### config.mk
export PLATFORM = sky130hd
export DESIGN_NAME = mrxy_ctrl
export DESIGN_NICKNAME = d
export VERILOG_FILES = /design/src/hw/rtl/mrxy_pkg.sv /design/src/hw/rtl/mrxy_ctrl.sv
export SDC_FILE = /design/constraint.sdc
export NUM_CORES = 1
export LEC_CHECK = 0
export BUFFER_PORTS_ARGS = -buffer_cell sky130_fd_sc_hd__buf_2
export CAP_MARGIN = 20
export CORE_AREA = 5 5 42 44
export DETAILED_ROUTE_END_ITERATION = 16
export DIE_AREA = 0 0 47 49
export PLACE_DENSITY = 0.45
export RECOVER_POWER = 100
export SLEW_MARGIN = 15
export SYNTH_ARGS = -nofsm -noshare
export SYNTH_HDL_FRONTEND = slang
export SYNTH_SLANG_ARGS = --single-unit
### constraint.sdc
create_clock -name clk -period 1.02 [get_ports clk]
set_input_delay 0.204 -clock clk [delete_from_list [all_inputs] [get_ports clk]]
set_output_delay 0.204 -clock clk [all_outputs]
set_load 0.05 [all_outputs]
### src/hw/rtl/mrxy_pkg.sv
// ----------------------------------------------------------------------------
// mrxy_pkg
// Shared types, codes and defaults of the XY mesh router with credit flow.
// ----------------------------------------------------------------------------
package mrxy_pkg;

    localparam int NUM_IN_PORTS    = 5;
    localparam int DEF_NET_DEPTH   = 32;
    localparam int DEF_INJ_DEPTH   = 1024;
    localparam int CFG_W           = 11;
    localparam int CMPW            = 16;

    localparam logic [2:0] PORT_N     = 3'd0;
    localparam logic [2:0] PORT_E     = 3'd1;
    localparam logic [2:0] PORT_S     = 3'd2;
    localparam logic [2:0] PORT_W     = 3'd3;
    localparam logic [2:0] PORT_LOCAL = 3'd4;

    localparam logic [1:0] KIND_FLIT   = 2'd0;
    localparam logic [1:0] KIND_CREDIT = 2'd1;
    localparam logic [1:0] KIND_ARB    = 2'd2;
    localparam logic [1:0] KIND_RSVD   = 2'd3;

    localparam logic [2:0] CFG_ROUTER_ID = 3'd0;
    localparam logic [2:0] CFG_MY_X      = 3'd1;
    localparam logic [2:0] CFG_MY_Y      = 3'd2;
    localparam logic [2:0] CFG_MESH_W    = 3'd3;
    localparam logic [2:0] CFG_MESH_H    = 3'd4;
    localparam logic [2:0] CFG_NET_BUF   = 3'd5;
    localparam logic [2:0] CFG_INJ_BUF   = 3'd6;

    localparam logic [5:0] CREDIT_MAX    = 6'd63;
    localparam logic [5:0] CREDIT_RESET  = 6'd32;

    typedef struct packed {
        logic [7:0]         dest;
        logic [11:0]        neuron;
        logic signed [15:0] weight;
        logic [15:0]        tag;
    } flit_t;

    typedef struct packed {
        logic load;
        logic simple;
        logic rd_issue;
        logic div_start;
        logic div_step;
        logic finish;
    } mrxy_cmd_t;

    typedef struct packed {
        logic is_arb;
        logic has_winner;
        logic div_last;
        logic out_free;
    } mrxy_status_t;

    function automatic logic [2:0] next_port(input logic [2:0] p);
        logic [2:0] r;
        if (p >= PORT_LOCAL)
        begin
            r = PORT_N;
        end
        else
        begin
            r = p + 3'd1;
        end
        return r;
    endfunction

endpackage

### src/hw/rtl/mrxy_ctrl.sv
// ----------------------------------------------------------------------------
// mrxy_ctrl
// Sequencer: accept, execute, queue read, division steps, route decision.
// ----------------------------------------------------------------------------
module mrxy_ctrl (
    input  logic                  clk,
    input  logic                  rst_n,
    input  logic                  in_valid,
    output logic                  in_stall,
    input  mrxy_pkg::mrxy_status_t st,
    output mrxy_pkg::mrxy_cmd_t    cmd
);
    import mrxy_pkg::*;

    typedef enum logic [2:0] {
        S_IDLE,
        S_EXEC,
        S_READ,
        S_DIV,
        S_DECIDE
    } state_t;

    state_t state_reg, state_next;
    logic   in_stall_reg;

    always_comb
    begin
        state_next = state_reg;
        cmd        = '0;
        case (state_reg)
            S_IDLE:
            begin
                if (in_valid && !in_stall_reg)
                begin
                    cmd.load   = 1'b1;
                    state_next = S_EXEC;
                end
            end
            S_EXEC:
            begin
                if (st.is_arb && st.has_winner)
                begin
                    cmd.rd_issue = 1'b1;
                    state_next   = S_READ;
                end
                else if (st.out_free)
                begin
                    cmd.simple = 1'b1;
                    state_next = S_IDLE;
                end
            end
            S_READ:
            begin
                cmd.div_start = 1'b1;
                state_next    = S_DIV;
            end
            S_DIV:
            begin
                cmd.div_step = 1'b1;
                if (st.div_last)
                begin
                    state_next = S_DECIDE;
                end
            end
            S_DECIDE:
            begin
                if (st.out_free)
                begin
                    cmd.finish = 1'b1;
                    state_next = S_IDLE;
                end
            end
            default:
            begin
                state_next = S_IDLE;
            end
        endcase
    end

    always_ff @(posedge clk or negedge rst_n)
    begin
        if (!rst_n)
        begin
            state_reg    <= S_IDLE;
            in_stall_reg <= 1'b0;
        end
        else
        begin
            state_reg    <= state_next;
            in_stall_reg <= (state_next != S_IDLE);
        end
    end

    assign in_stall = in_stall_reg;

endmodule

# Word level (Yosys, flattened, before mapping)
# Index checks and enable logic that the tools add are counted.
# word_totals
register_bits	4
inputBits	7
output_inout_bits	7
word_cells	25
# op_classes
n_eq_ne	4
muxes	14
reduce_logical	5
# op_table
cell	n
3-bit one-hot mux with 5 select lines	1
3-bit two-way mux	4
1-bit two-way mux	8
3-bit by 2-bit equality test with 1-bit output (second input constant)	2
3-bit by 1-bit equality test with 1-bit output (second input constant)	1
3-bit equality test (second input constant)	1
3-bit logical NOT	1
3-bit nonzero test	1
1-bit logical AND	2
2-bit two-way mux	1
1-bit logical NOT	1

# Logic depth before layout (Yosys ltp)
# Gate-level depths: netlist of the first run.
# depth
depth_word	5
depth_mapped	4
mapped_depth_nobuf	3

# Least setup slack after synthesis of the first run
# No wires, ideal clock.
# synth_path
path_type	register to output
start	register state_reg[1]
end	output port cmd[4] (netlist bit)
arrival_time_ns	1.668
t_required_ns	0.816
setup_slack_ns	-0.852
stages_incl_launch_ff	3
path_buffers	0
path_cell_list	dfrtp_1 > nand2b_4 > nor3_1
# synth_lines
item	line_no	source
from (decl)	mrxy_ctrl.sv:23	state_t state_reg, state_next;
from (signal assigned)	mrxy_ctrl.sv:89	state_reg <= state_next;
to (decl)	mrxy_ctrl.sv:11	output mrxy_pkg::mrxy_cmd_t cmd

==> impl_metrics.json, run 1 <==
{
  "outcome": "complete, but fails checks",
  "violations": "negative setup slack",
  "clk_pin_slew_ns": 0.04,
  "cp_max_fo": 3,
  "synth_compound_area_share_pct": 18.9,
  "cp-start-kind": "flip-flop",
  "numCtsBuffers": 3,
  "start_util_pct": 18.9,
  "synth_mux_area_share_pct": 0,
  "hp-class": "input port to flip-flop",
  "yosys.area_share.simple_pct": 36.3,
  "routed_wl_um": 986,
  "synth_warnings": 0,
  "synth.ff_latch_count": 4,
  "clock.fmax_mhz": 717,
  "fin_crit_ns": 1.39,
  "largest_reg_flops": 3,
  "root_buffer": "clkbuf_4",
  "synth_seq_area_share_pct": 37.7,
  "drv_slew": 0,
  "synth_fa_ha_area_share_pct": 0,
  "nNetsFinal": 74,
  "io_pins": 14,
  "multi_input_area_um2": 256,
  "tightestPinTransition_ns": 0.210,
  "drt_iter0_drc": 8,
  "antenna_found_initial": 0,
  "via_per_inst": 4.44,
  "insertion_delay_ns": 0.24,
  "overflow": 0,
  "ir_drop_uv": 1130,
  "ys_types": 17,
  "p_leak_nw": 0.308,
  "seqCellArea_um2": 104,
  "antenna_cells": 0,
  "dpl_cell_area_um2": 459,
  "place_hpwl_um": 607,
  "grt_pass1_vias": 366,
  "dieWidth_um": 47,
  "syn_area_um2": 265,
  "fillCellCount": 144,
  "drive_gt1_share_pct": 80.0,
  "vias": 360,
  "syn_area_per_cell_um2": 8.29,
  "grt_max_degree": 9,
  "htreeDepth": 1,
  "firstDrtPassIters": 2,
  "grt_pass1_wl_mm": 1.53,
  "drcViolationCount": 0,
  "syn_nets": 39,
  "clockBufferDepth": 2,
  "stdcell_area_um2": 689,
  "finalPower_mw": 2.04,
  "cp.arrival_ns": 1.19,
  "drtAntennaViolNets": 0,
  "crit_required_ns": 0.82,
  "hold_viol_final": 0,
  "tritoncts": "built",
  "crit_type": "flip-flop to output pin",
  "rsz0062_at_grt": "true",
  "syn_to_final_growth_pct": 160,
  "skew_ns": 0.00121,
  "synth_top_family_by_area": "simple AND/OR/NAND/NOR gates",
  "die-area_mm2": 0.00230,
  "synth_xor_area_share_pct": 0,
  "finalCritPeriodShare_pct": 137,
  "core_mm2": 0.00140,
  "numPortBuffers": 13,
  "cp-end-kind": "output pin",
  "die_h_um": 49,
  "wire_per_inst_um": 12.2,
  "fin_hold_ws_ns": 0.300,
  "row_count": 14,
  "slew_headroom_pct": 85.9,
  "synth_cells": 32,
  "place_congestion": 0.685,
  "p_per_area_mw_per_mm2": 2950,
  "grt_usage_pct": 9.32,
  "setup_slack_ns": -0.374,
  "maxCapViolCount": 0,
  "setup_violations": 9,
  "cts_sinks": 4
}
final cells by class:
cell class / count / share of cell area, %
well taps: 16 / 2.90
multi-input cells: 25 / 37.2
inverters: 2 / 1.09
repair buffers: 31 / 40.5
flip-flops and latches: 4 / 15.1
clock buffers: 3 / 3.27
routing by layer:
metal / track usage, % / vias to the layer above / wire length (um)
met4: 6.91 / 0 / 31
li1: - / 177 / -
met3: 2.58 / 4 / 56
met2: 13.6 / 13 / 502
met5: 0 / - / 0
met1: 11.1 / 166 / 396
Yosys cell counts, drive strengths merged:
master,n,area (um2)
a21oi,1,5.00
a2bb2oi,2,17.5
a31oi,1,6.26
and3,1,6.26
buf,1,11.3
dfrtp,4,100
inv,2,7.51
nand2,5,18.8
nand2b,3,26.3
nor2,4,15.0
nor2b,1,6.26
nor3,3,15.0
o211a,1,10.0
o21ai,1,5.00
o22ai,1,6.26
or3b,1,8.76
worst max-delay path, stage by stage (launching register included):
cell and delay (ns):
dfrtp_2 0.43, nor3_4 0.20, nor2b_4 0.16, buf_6 0.16
per-stage QoR:
stage / util (%) / std cells / TNS, ns / setup WS (ns)
6_report: 49.2 / 81 / -2.61 / -0.374
5_1_grt: 49.2 / 81 / -2.99 / -0.452
4_1_cts: 44.5 / 77 / -2.47 / -0.391
3_5_place_dp: 32.8 / 69 / -1.48 / -0.271
3_3_place_gp: 32.8 / 69 / -1.52 / -0.275
2_1_floorplan: - / 32 / -1.28 / -0.247
kinds of logic (layout without fill, tap and decap cells):
group,after synthesis,count (layout)
simple gates,18,18
compound gates,7,7
flops,4,4
buf+inv,3,36
cells in the final DEF (no fill, tap or decap), types with 2 or more instances in the layout:
cell      count
buf_4         9
dfrtp_2       3
nand2b_4      2
nor3_4        3
buf_6        14
buf_2         5
inv_2         2
clkbuf_4      3
nand2_1       4
nor2_4        2
path summary, 6_finish.rpt:
path	from	to	slack, ns	cells after the start
setup / recovery	state_reg[0]	cmd[5]	-0.37	3
hold / removal	st[0]	state_reg[0]	0.30	3
setup reg to reg	state_reg[1]	state_reg[0]	-0.36	4
hold reg to reg	state_reg[0]	state_reg[2]	0.66	3
max in group asynchronous	rst_n	in_stall	0.50	2
min in group asynchronous	rst_n	state_reg[0]	0.32	2
power breakdown:
part,switching [mW],leakage [nW],internal (mW)
Sequential,0.0940,0.0470,0.235
Combinational,0.751,0.248,0.759
Clock,0.0642,0.0138,0.132
repair_timing:
item                                    CTS  global route
pin swaps                                 8             3
endpoints found under the hold margin     4             0
buffers inserted                          5             6
hold buffers                              1             0
resized for setup                        31             8
endpoints found under the setup margin   10            11
No activity file was read; power rests on OpenSTA's default activity.
==> run 2: changes to the inputs <==
==> constraint.sdc (replaced) <==
create_clock -name clk -period 1.02 [get_ports clk]
set_input_delay 0.204 -clock clk [delete_from_list [all_inputs] [get_ports clk]]
set_output_delay 0.204 -clock clk [all_outputs]
set_load 0.005 [all_outputs]
==> run 2 against run 1 <==
The flow still finishes with violations (negative setup slack); first-iteration DRC count down 88%; via count down 13%; final cell count down 9.9%; register-to-register slack better by 0.08 ns.
==> impl_metrics.json, run 2 (synthesis gave the netlist of run 1 again) <==
{
  "outcome": "complete, but fails checks",
  "violations": "negative setup slack",
  "vias": 315,
  "numPortBuffers": 13,
  "maxCapViolCount": 0,
  "tritoncts": "built",
  "skew_ns": 0.00738,
  "place_congestion": 0.729,
  "insertion_delay_ns": 0.24,
  "clockBufferDepth": 2,
  "cp_max_fo": 5,
  "clk_pin_slew_ns": 0.04,
  "setup_violations": 9,
  "rsz0062_at_grt": "true",
  "firstDrtPassIters": 3,
  "start_util_pct": 18.9,
  "largest_reg_flops": 3,
  "hold_viol_final": 0,
  "io_pins": 14,
  "fin_crit_ns": 1.30,
  "grt_pass1_vias": 327,
  "intPower_uw": 866,
  "ir_drop_uv": 1350,
  "routed_wl_um": 810,
  "cp-start-kind": "flip-flop",
  "fin_cells": 73,
  "grt_pass1_wl_mm": 1.45,
  "sw_frac_of_total_pct": 35.2,
  "p_clk_share_pct": 14.6,
  "crit_required_ns": 1.17,
  "numCtsBuffers": 3,
  "final_cell_mix": "buf_2 (12), nand2_1 (5), buf_4 (4), buf_6 (4)",
  "final_common_cell": "buf_2",
  "syn_to_final_growth_pct": 87.7,
  "drcViolationCount": 0,
  "drv_slew": 0,
  "htreeDepth": 1,
  "wire_per_inst_um": 11.1,
  "grt_max_degree": 7,
  "root_buffer": "clkbuf_4",
  "die-area_mm2": 0.00230,
  "via_per_inst": 4.32,
  "clock.fmax_mhz": 769,
  "crit_type": "flip-flop to flip-flop",
  "drive_gt1_share_pct": 61.4,
  "dieWidth_um": 47,
  "setup-tns-final_ns": -1.98,
  "antenna_found_initial": 0,
  "drt_iter0_drc": 1,
  "dpl.cell_count": 65,
  "setup_slack_ns": -0.280,
  "cp-end-kind": "flip-flop",
  "combPwrFrac_pct": 61.4,
  "nNetsFinal": 66,
  "row_count": 14,
  "drtAntennaViolNets": 0,
  "p_per_area_mw_per_mm2": 2680,
  "cts_sinks": 4,
  "die_h_um": 49,
  "p_switching_uw": 470,
  "cp.arrival_ns": 1.45,
  "grt_usage_pct": 9.19,
  "slew_headroom_pct": 86.5,
  "p_leak_nw": 0.249,
  "tightestPinTransition_ns": 0.203,
  "finalCritPeriodShare_pct": 127,
  "hp-class": "input port to flip-flop",
  "p_seq_share_pct": 24.0,
  "place_hpwl_um": 545,
  "antenna_cells": 0,
  "overflow": 0,
  "core_mm2": 0.00140
}
-- run 2: cell types whose count changed in the layout (fill, tap and decap cells not counted), moves of 2 or more --
cell	delta
buf_6	-10
nor3_2	+3
buf_2	+7
buf_4	-5
nor3_4	-3
nor2_1	+2
nor2_4	-2
-- run 2: metal layers --
layer	share of wire, %	track usage (%)	routed length, um	vias to the layer above
met5	0	0	0	-
met4	2.2	6.45	18	0
met3	10	7.75	83	2
met2	45	10.9	364	14
met1	42	10.5	343	139
li1	-	-	-	160
-- run 2: what timing repair did --
item | in CTS | in global routing
gates resized for setup | 9 | 5
buffers inserted | 3 | 1
endpoints found under the setup margin | 9 | 10
endpoints found under the hold margin | 4 | 0
pin swaps | 3 | 2
hold buffers | 1 | 0
-- run 2: worst paths after layout --
kind / end / startpoint / depth (start not counted) / slack, ns
max in group asynchronous: state_reg[0] / rst_n / 2 / 0.50
worst max register to register: state_reg[0] / state_reg[0] / 5 / -0.28
worst min register to register: state_reg[2] / state_reg[1] / 3 / 0.64
min in group asynchronous: state_reg[2] / rst_n / 2 / 0.32
worst max-delay path: state_reg[0] / state_reg[0] / 5 / -0.28
worst min-delay path: state_reg[2] / st[0] / 2 / 0.22
-- run 2: critical path: stages, from the launching register on --
cell and delay, ns:
dfrtp_2 0.44, buf_12 0.12, nand2b_4 0.06, buf_6 0.12, or3b_4 0.36, a21oi_2 0.12
-- run 2: layout make-up --
class | count | area, um2
fillers | 151 | 903
multi-input cells | 25 | 176
repair buffers | 23 | 169
flip-flops and latches | 4 | 103
clock buffers | 3 | 22.5
well taps | 16 | 20.0
inverters | 2 | 7.51
-- run 2: stage by stage --
stage / worst slack (ns) / total power [mW] / utilization, % / area [um2] / hold WS, ns
2_1_floorplan: -0.0811 / 0.609 / - / 265 / -0.0916
3_3_place_gp: -0.118 / 0.840 / 26.9 / 377 / 0.0134
3_5_place_dp: -0.133 / 0.834 / 26.9 / 377 / 0.0122
4_1_cts: -0.278 / 1.25 / 34.1 / 478 / 0.209
5_1_grt: -0.350 / 1.47 / 35.5 / 498 / 0.220
6_report: -0.280 / 1.34 / 35.5 / 498 / 0.219
-- run 2: power groups by stage --
stage	registers [mW]	logic, mW	clock network, mW
5_1_grt	0.337	0.898	0.235
3_5_place_dp	0.301	0.534	0
3_3_place_gp	0.294	0.546	0
2_1_floorplan	0.297	0.312	0
6_report	0.320	0.820	0.195
4_1_cts	0.314	0.736	0.204
==> run 3: changes to the inputs <==
--- a/config.mk
+++ b/config.mk
@@ -5,12 +5,14 @@
 export SDC_FILE = /design/constraint.sdc
 export NUM_CORES = 1
 export LEC_CHECK = 0
+export ABC_AREA = 1
 export BUFFER_PORTS_ARGS = -buffer_cell sky130_fd_sc_hd__buf_2
 export CAP_MARGIN = 20
 export CORE_AREA = 5 5 42 44
 export DETAILED_ROUTE_END_ITERATION = 16
 export DIE_AREA = 0 0 47 49
-export PLACE_DENSITY = 0.45
+export HOLD_SLACK_MARGIN = 0.08
+export PLACE_DENSITY = 0.44
 export RECOVER_POWER = 100
 export SLEW_MARGIN = 15
 export SYNTH_ARGS = -nofsm -noshare
==> constraint.sdc (replaced) <==
create_clock -name clk -period 1.02 [get_ports clk]
set_input_delay 0.051 -clock clk [delete_from_list [all_inputs] [get_ports clk]]
set_output_delay 0.051 -clock clk [all_outputs]
set_load 0.005 [all_outputs]
==> run 3 against run 2 <==
The flow still finishes with violations (negative setup slack); final cell count is 1.4% higher; clock skew is 0.0053 ns lower; area after synthesis is 3.3% lower; first-iteration DRC count stayed put; critical path depth is 2 lower; sequential share of layout area is 0.59 points higher; critical endpoint is now cmd[5]; largest cell class unchanged; largest power group unchanged.
==> impl_metrics.json, run 3 <==
{
  "cp-start-kind": "flip-flop",
  "nNetsFinal": 67,
  "worstPathCellList": "nor2_4 > nor3b_4 > buf_2",
  "drtAntennaViolNets": 0,
  "syn_area_um2": 256,
  "synth_warnings": 0,
  "cts_sinks": 4,
  "fin_crit_ns": 1.20,
  "htreeDepth": 1,
  "numCtsBuffers": 3,
  "cp.arrival_ns": 1.15,
  "grt_pass1_vias": 272,
  "cp-end-kind": "output pin",
  "crit_type": "flip-flop to output pin",
  "rsz0062_at_grt": "true",
  "crit_required_ns": 0.97,
  "path_depth": 3,
  "die-area_mm2": 0.00230,
  "skew_ns": 0.00212,
  "p_leak_nw": 0.261,
  "start_util_pct": 18.3,
  "whs_path_depth": 3,
  "finalCritPeriodShare_pct": 118,
  "place_congestion": 0.693,
  "syn_area_per_cell_um2": 7.33,
  "cp_max_fo": 6,
  "final_common_cell": "buf_2",
  "tightestPinTransition_ns": 0.233,
  "synth_seq_area_share_pct": 39.0,
  "drcViolationCount": 0,
  "ys_top_cells_by_area": "dfrtp_1 (39%), nand2_1 (12%), inv_1 (7.3%), nand2_2 (7.3%), nor2_2 (7.3%)",
  "p_clk_share_pct": 15.1,
  "sw_frac_of_total_pct": 41.6,
  "p_per_area_mw_per_mm2": 2600,
  "antenna_found_initial": 0,
  "violations": "negative setup slack",
  "synth_cells": 35,
  "hp-class": "input port to flip-flop",
  "yosysMostFrequentCell": "nand2_1",
  "synth_edf_count": 0,
  "intPower_uw": 735,
  "fillCellCount": 166,
  "via_per_inst": 4.01,
  "wire_per_inst_um": 10.3,
  "place_hpwl_um": 534,
  "combPwrFrac_pct": 56.1,
  "dieWidth_um": 47,
  "root_buffer": "clkbuf_4",
  "outcome": "complete, but fails checks",
  "cp_slowest_cell": "dfrtp_2",
  "setup-tns-final_ns": -0.923,
  "maxCapViolCount": 0,
  "clock.fmax_mhz": 832,
  "tritoncts": "built",
  "setup_slack_ns": -0.182,
  "synth.top_cell.area_share_pct": 39.0,
  "core_mm2": 0.00140,
  "setup_violations": 8,
  "largest_reg_flops": 3,
  "path_delay_family": "flip-flops",
  "row_count": 14,
  "ir_drop_uv": 1170,
  "drive_gt1_share_pct": 69.0,
  "syn_to_final_growth_pct": 88.8,
  "die_h_um": 49,
  "clockBufferDepth": 2,
  "grt_usage_pct": 6.56,
  "p_seq_share_pct": 28.8,
  "firstDrtPassIters": 2,
  "p_switching_uw": 523,
  "reg2reg_depth": 7,
  "critPathBufInv": 1,
  "synth_ff_type": "dfrtp_1",
  "hold_viol_final": 0,
  "ys_types": 12,
  "syn_nets": 42,
  "slew_headroom_pct": 84.5,
  "max_stage_delay_ns": 0.46,
  "synth.largest_area_cell": "dfrtp_1",
  "grt_max_degree": 7,
  "overflow": 0,
  "clk_pin_slew_ns": 0.03,
  "antenna_cells": 0,
  "finalPower_mw": 1.26,
  "synth.ff_latch_count": 4,
  "io_pins": 14,
  "grt_pass1_wl_mm": 1.06,
  "final_cell_mix": "buf_2 (12), nand2_1 (7)",
  "ys_async_sr_fraction_pct": 100,
  "numPortBuffers": 13,
  "fin_util_pct": 34.6,
  "routed_wl_um": 765,
  "synthTopCellsByCount": "nand2_1 (8), inv_1 (5), dfrtp_1 (4), nor2_1 (4)",
  "vias": 297,
  "drt_iter0_drc": 1,
  "drv_slew": 0,
  "place_ws_ns": -0.0219,
  "insertion_delay_ns": 0.23
}
-- run 3: repair_timing --
| item | in CTS | in global routing |
|---|---|---|
| setup buffers | 4 | 2 |
| gates cloned | 0 | 0 |
| hold endpoints to repair | 4 | 0 |
| endpoints found under the setup margin | 8 | 8 |
| hold buffers | 1 | 0 |
| pin swaps | 6 | 3 |
| gates resized for setup | 9 | 9 |
-- run 3: final cells by class --
class	count	area (um2)	area share, %
Tap cell	16	20.0	4.13
Timing Repair Buffer	20	126	26.1
Clock buffer	3	22.5	4.65
Inverter	6	22.5	4.65
Multi-Input combinational cell	25	190	39.3
Sequential cell	4	103	21.2
-- run 3: cell families (layout without fill, tap and decap cells) --
group                  count (synthesis)  count (layout)  synth area share, %
and+or+nand+nor                       25              25                 52.2
buffers and inverters                  6              29                 8.78
DFF                                    4               4                 39.0
-- run 3: final timing paths --
| kind | end | slack [ns] | start |
|---|---|---|---|
| setup / recovery | cmd[5] | -0.18 | state_reg[0] |
| hold / removal | state_reg[2] | 0.11 | st[1] |
| min in group asynchronous | in_stall | 0.19 | rst_n |
| max in group asynchronous | state_reg[0] | 0.62 | rst_n |
| hold reg to reg | state_reg[1] | 0.69 | state_reg[1] |
| setup reg to reg | in_stall | -0.06 | state_reg[1] |
-- run 3: worst register-to-register path, delay by kind of cell (launching register included) --
kind	cells	cell delay [ns]
AND/OR/NAND/NOR	5	0.32
flip-flops	1	0.47
buffers and inverters	2	0.20
-- run 3: power by group through the flow --
stage	sequential [mW]	clock (mW)	combinational (mW)
global route	0.376	0.214	0.782
global placement	0.315	0	0.445
detailed placement	0.313	0	0.444
floorplan	0.302	0	0.282
finish	0.362	0.191	0.706
CTS	0.319	0.204	0.608
-- run 3: routing by layer --
layer,GRT usage [%],up-vias,routed length (um)
met4,5.53,0,0
met1,8.19,133,311
met3,2.21,0,72
met5,0,-,0
li1,-,153,-
met2,8.60,11,381
-- run 3: stage by stage --
step	area (um2)	hold WS, ns	cells
final	484	0.109	74
after global routing	484	0.114	74
after CTS	434	0.136	73
after detailed placement	349	-0.135	65
after global placement	349	-0.138	65
after floorplan	256	-0.245	35
